$ cat src/rtl/bpq_pkg.sv
`default_nettype none
package bpq_pkg;

    localparam int NODE_COUNT = 1024;
    localparam int KEY_CAP    = 255;

    typedef enum logic [2:0] {
        OP_LINK   = 3'd0,
        OP_UNLINK = 3'd1,
        OP_NKEY   = 3'd2,
        OP_BUCKET = 3'd3,
        OP_MIN    = 3'd4,
        OP_MAX    = 3'd5
    } t_op;

    typedef enum logic [3:0] {
        ST_CLEAR,
        ST_IDLE,
        ST_READ,
        ST_NEIGH,
        ST_FIX,
        ST_INSERT,
        ST_SCAN,
        ST_RESULT,
        ST_HOLD
    } t_state;

    typedef struct packed {
        logic clear_step;
        logic capture;
        logic read_node;
        logic take_out;
        logic fix_neigh;
        logic insert;
        logic scan_step;
        logic make_result;
    } t_cmd;

    typedef struct packed {
        logic clear_done;
        logic scan_done;
        logic is_scan;
        logic is_store;
    } t_status;

endpackage
`default_nettype wire

$ cat src/rtl/bpq_ctrl.sv
`default_nettype none
module bpq_ctrl (
    input  wire               i_clk,
    input  wire               i_rst_n,
    input  wire               i_in_valid,
    output logic              o_in_ready,
    output logic              o_out_valid,
    input  wire               i_out_ready,
    input  bpq_pkg::t_status  i_status,
    output bpq_pkg::t_cmd     o_cmd
);
    bpq_pkg::t_state r_state, n_state;
    logic r_out_valid, n_out_valid;

    always_ff @(posedge i_clk) begin
        if (!i_rst_n) begin
            r_state     <= bpq_pkg::ST_CLEAR;
            r_out_valid <= 1'b0;
        end else begin
            r_state     <= n_state;
            r_out_valid <= n_out_valid;
        end
    end

    always_comb begin
        n_state     = r_state;
        n_out_valid = r_out_valid;
        o_cmd       = '0;
        o_in_ready  = 1'b0;
        if (r_out_valid && i_out_ready) begin
            n_out_valid = 1'b0;
        end
        case (r_state)
            bpq_pkg::ST_CLEAR: begin
                o_cmd.clear_step = 1'b1;
                if (i_status.clear_done) begin
                    n_state = bpq_pkg::ST_IDLE;
                end
            end
            bpq_pkg::ST_IDLE: begin
                o_in_ready    = 1'b1;
                o_cmd.capture = i_in_valid;
                if (i_in_valid) begin
                    n_state = bpq_pkg::ST_READ;
                end
            end
            bpq_pkg::ST_READ: begin
                o_cmd.read_node = 1'b1;
                if (i_status.is_scan) begin
                    n_state = bpq_pkg::ST_SCAN;
                end else if (i_status.is_store) begin
                    n_state = bpq_pkg::ST_NEIGH;
                end else begin
                    n_state = bpq_pkg::ST_RESULT;
                end
            end
            bpq_pkg::ST_NEIGH: begin
                o_cmd.take_out = 1'b1;
                n_state = bpq_pkg::ST_FIX;
            end
            bpq_pkg::ST_FIX: begin
                o_cmd.fix_neigh = 1'b1;
                n_state = bpq_pkg::ST_INSERT;
            end
            bpq_pkg::ST_INSERT: begin
                o_cmd.insert = 1'b1;
                n_state = bpq_pkg::ST_RESULT;
            end
            bpq_pkg::ST_SCAN: begin
                o_cmd.scan_step = 1'b1;
                if (i_status.scan_done) begin
                    n_state = bpq_pkg::ST_RESULT;
                end
            end
            bpq_pkg::ST_RESULT: begin
                if (!r_out_valid || i_out_ready) begin
                    o_cmd.make_result = 1'b1;
                    n_out_valid = 1'b1;
                    n_state = bpq_pkg::ST_IDLE;
                end
            end
            default: begin
                n_state = bpq_pkg::ST_IDLE;
            end
        endcase
    end

    assign o_out_valid = r_out_valid;

    a_ready_idle: assert property (@(posedge i_clk) disable iff (!i_rst_n)
        o_in_ready |-> r_state == bpq_pkg::ST_IDLE) else $error("ready outside idle");
    a_accept_read: assert property (@(posedge i_clk) disable iff (!i_rst_n)
        (o_in_ready && i_in_valid) |=> r_state == bpq_pkg::ST_READ) else $error("no read");
    a_result_valid: assert property (@(posedge i_clk) disable iff (!i_rst_n)
        o_cmd.make_result |=> r_out_valid) else $error("result lost");
endmodule
`default_nettype wire

$ cat config.mk
export PLATFORM = sky130hd
export DESIGN_NAME = bpq_ctrl
export DESIGN_NICKNAME = d
export VERILOG_FILES = /design/src/rtl/bpq_pkg.sv /design/src/rtl/bpq_ctrl.sv
export SDC_FILE = /design/constraint.sdc
export NUM_CORES = 1
export LEC_CHECK = 0
export BUFFER_PORTS_ARGS = -buffer_cell sky130_fd_sc_hd__buf_4
export CAP_MARGIN = 30
export CORE_AREA = 8 8 45 47
export DETAILED_ROUTE_END_ITERATION = 8
export DIE_AREA = 0 0 53 55
export GPL_ROUTABILITY_DRIVEN = 0
export GPL_TIMING_DRIVEN = 0
export MAX_ROUTING_LAYER = met4
export SETUP_SLACK_MARGIN = 0.1
export SLEW_MARGIN = 20
export SYNTH_ARGS = -nofsm -noshare
export SYNTH_HDL_FRONTEND = slang
export SYNTH_SLANG_ARGS = --single-unit
$ cat constraint.sdc
create_clock -name i_clk -period 2.7 [get_ports i_clk]
set_clock_uncertainty 0.05 [all_clocks]
set_input_delay 0.135 -clock i_clk [delete_from_list [all_inputs] [get_ports i_clk]]
set_output_delay 0.135 -clock i_clk [all_outputs]
set_load 0.05 [all_outputs]
==> results.txt <==
main combinational cell family by area after synthesis -> simple AND/OR/NAND/NOR gates
max-slew violations -> 0
post-synthesis simple-gate area fraction -> 33.2%
WL final -> 883 µm
DR vias/cell -> 4.20
Die X -> 53 µm
relative slew slack -> 79.5%
top cells by area, synth -> dfxtp_1, ha_1, nor2b_1
Cells after Synth -> 44
Final Hold Vio Count -> 0
layout cell share with drive strength beyond 1 -> 34.4%
WL per Instance -> 11.0 µm
I/O Pins -> 18
pwr dens -> 1140 nW/µm²
Synth Area in Compound Gates -> 14.3%
FF+latch count, synth -> 4
Die ar. -> 2920 µm²
Reg2Reg Launch Point -> r_state[0]$_SDFFE_PN0P_
CORE AREA -> 1380 µm²
1st-iter DRT viols -> 9
detailed placement HPWL -> 735 µm
nets -> 78
Data required, critical path -> 2520 ps
Static Leak -> 0.264 nW
Tcrit/Tclk final -> 58.2%
Yosys top cell by area -> dfxtp_1
min-delay worst type -> in2reg
Syn Nets -> 56
Setup TNS Final -> 0 ps
Inserted Clock Buffers -> 3
maximum clock rate -> 0.636 GHz
maxcap violations -> 0
Longest Clk Path Bufs -> 2
reg2reg path depth -> 5
CTS H-Tree Depth -> 1
maximum vdd drop -> 513 µV
initial antenna violation count -> 0
Worst-path clk slew -> 40 ps
CP endpoint kind -> output pin
synthesized area -> 350 µm²
Synth cell types -> 18
worst skew pair latency -> 230 ps
Post-Synth Adder-Cell Area -> 14.3%
Detailed Routing Iterations Pass 1 -> 4
pre-CTS WS -> 1140 ps
root buf cell -> clkbuf_4
Layout Cells excl Fill -> 80
DRC Markers -> 0
area share of the largest cell type after synthesis -> 22.9%
worst path arrival time -> 1390 ps
n_diodes -> 0
row cnt -> 14
xor/xnor share of the synthesized area -> 0%
Crit Path Max Fanout -> 5
CTS tree -> yes
R2R Path End -> r_state[2]$_SDFFE_PN0P_
fin crit period -> 1570 ps
placed insts -> 77
Initial Utilization -> 25.3%
RSZ-0062 raised after global routing -> no
worst hold endpoint -> o_out_valid$_SDFF_PN0_
GRT Residual Overflow -> 0
Num Clock Sinks -> 4
number of gates resized after cts -> 0
Slew @ Worst Pin -> 307 ps
Routed Antenna Nets -> 0
IO Port Bufs -> 17
critical path class -> reg2out
DIE HEIGHT -> 55 µm
via count of the first global-routing pass -> 324
cts hold-fix bufs -> 0
post-CTS setup buffers -> 0
synth warn -> 0
Vias -> 336
hold path depth -> 4
final setup margin -> 1130 ps
Avg Cell Area, Syn -> 7.96 µm²
mux contribution to synthesized area -> 8.57%
Layout area overhead -> 48.6%
Setup Viol. Count Final -> 0
global-route wire length before repair -> 1430 µm
outcome -> finished clean
Reg2Reg Setup Slack -> 1140 ps
sequential-to-total area share from yosys stat -> 22.9%
min-delay src -> i_out_ready
Critical Path Start Type -> flip-flop
Core Util, Final -> 37.6%
Tot GR Track Use -> 6.87%
pin count of the biggest net entering global routing -> 11
cells in the final DEF, fill, tap and decap left out, types with 2 or more instances in the layout:
master,count
buf_4,17
mux2i_1,3
ha_1,4
and2_1,4
inv_1,5
nand2b_1,2
nand2_1,6
nor2b_1,5
clkbuf_4,3
dfxtp_1,4
nand3_1,2
worst max-delay path, cell delays in order (launching register included):
cell and delay, ps:
dfxtp_1 370, inv_1 80, ha_1 230, nor2b_1 150, and2_1 150, buf_4 180
cell families (layout without fill, tap and decap cells):
kind of cell,after synthesis,count (layout)
AO/OA/AOI/OAI,6,6
flip-flops,4,4
multiplexers,3,3
adder cells (fa/ha/maj),4,4
AND/OR/NAND/NOR,21,21
buffers and inverters,6,26
registers in the layout, summed over array words and instances, names as in the netlist:
| signal | flops |
|---|---|
| r_state | 3 |
| o_out_valid | 1 |
layout make-up:
class	count	area, µm²
plain buffers	1	5.00
clock buffers	3	22.5
fillers	146	863
inverters	5	18.8
multi-input cells	34	246
flip-flops and latches	4	80.1
well taps	16	20.0
repair buffers	17	128
worst max path at each step:
stage,start,endpoint,slack [ps]
6_report,r_state[1]$_SDFFE_PN0P_,o_cmd[6],1130
2_1_floorplan,r_state[1]$_SDFFE_PN0P_,o_cmd[6],650
3_5_place_dp,r_state[0]$_SDFFE_PN0P_,r_state[2]$_SDFFE_PN0P_,1140
4_1_cts,r_state[1]$_SDFFE_PN0P_,o_cmd[6],1110
3_3_place_gp,r_state[0]$_SDFFE_PN0P_,r_state[2]$_SDFFE_PN0P_,1150
5_1_grt,r_state[1]$_SDFFE_PN0P_,o_cmd[6],1030
metal layers:
layer / track usage [%] / vias to the layer above / wire length [µm]
met1: 7.90 / 134 / 407
met2: 8.79 / 16 / 341
met5: - / - / 0
met4: 5.17 / 0 / 0
li1: - / 186 / -
met3: 3.48 / 0 / 135
synthesized netlist by cell type:
cell and instances:
a221oi_1 1, nand2b_1 2, or4b_1 1, dfxtp_1 4
a31oi_2 1, a211o_1 1, nor3_1 1, o31ai_1 1
nand3_1 2, a21oi_1 1, ha_1 4, and2_1 4
inv_1 5, nand2_1 6, a21boi_0 1, clkbuf_2 1
mux2i_1 3, nor2b_1 5
metrics by stage:
| stage | hold slack, ps | total power [mW] | area [µm²] |
|---|---|---|---|
| floorplan | 231 | 0.417 | 350 |
| global placement | 378 | 0.526 | 498 |
| detailed placement | 386 | 0.531 | 498 |
| CTS | 140 | 0.606 | 520 |
| global route | 162 | 0.649 | 520 |
| finish | 151 | 0.596 | 520 |
where the power goes:
group          total (mW)  internal [mW]  leakage (nW)  switching (mW)
Clock              0.0714         0.0495        0.0138          0.0218
Sequential         0.0997         0.0792        0.0327          0.0205
Combinational       0.425          0.155         0.217           0.270
Power figures use the tool's default switching activity.
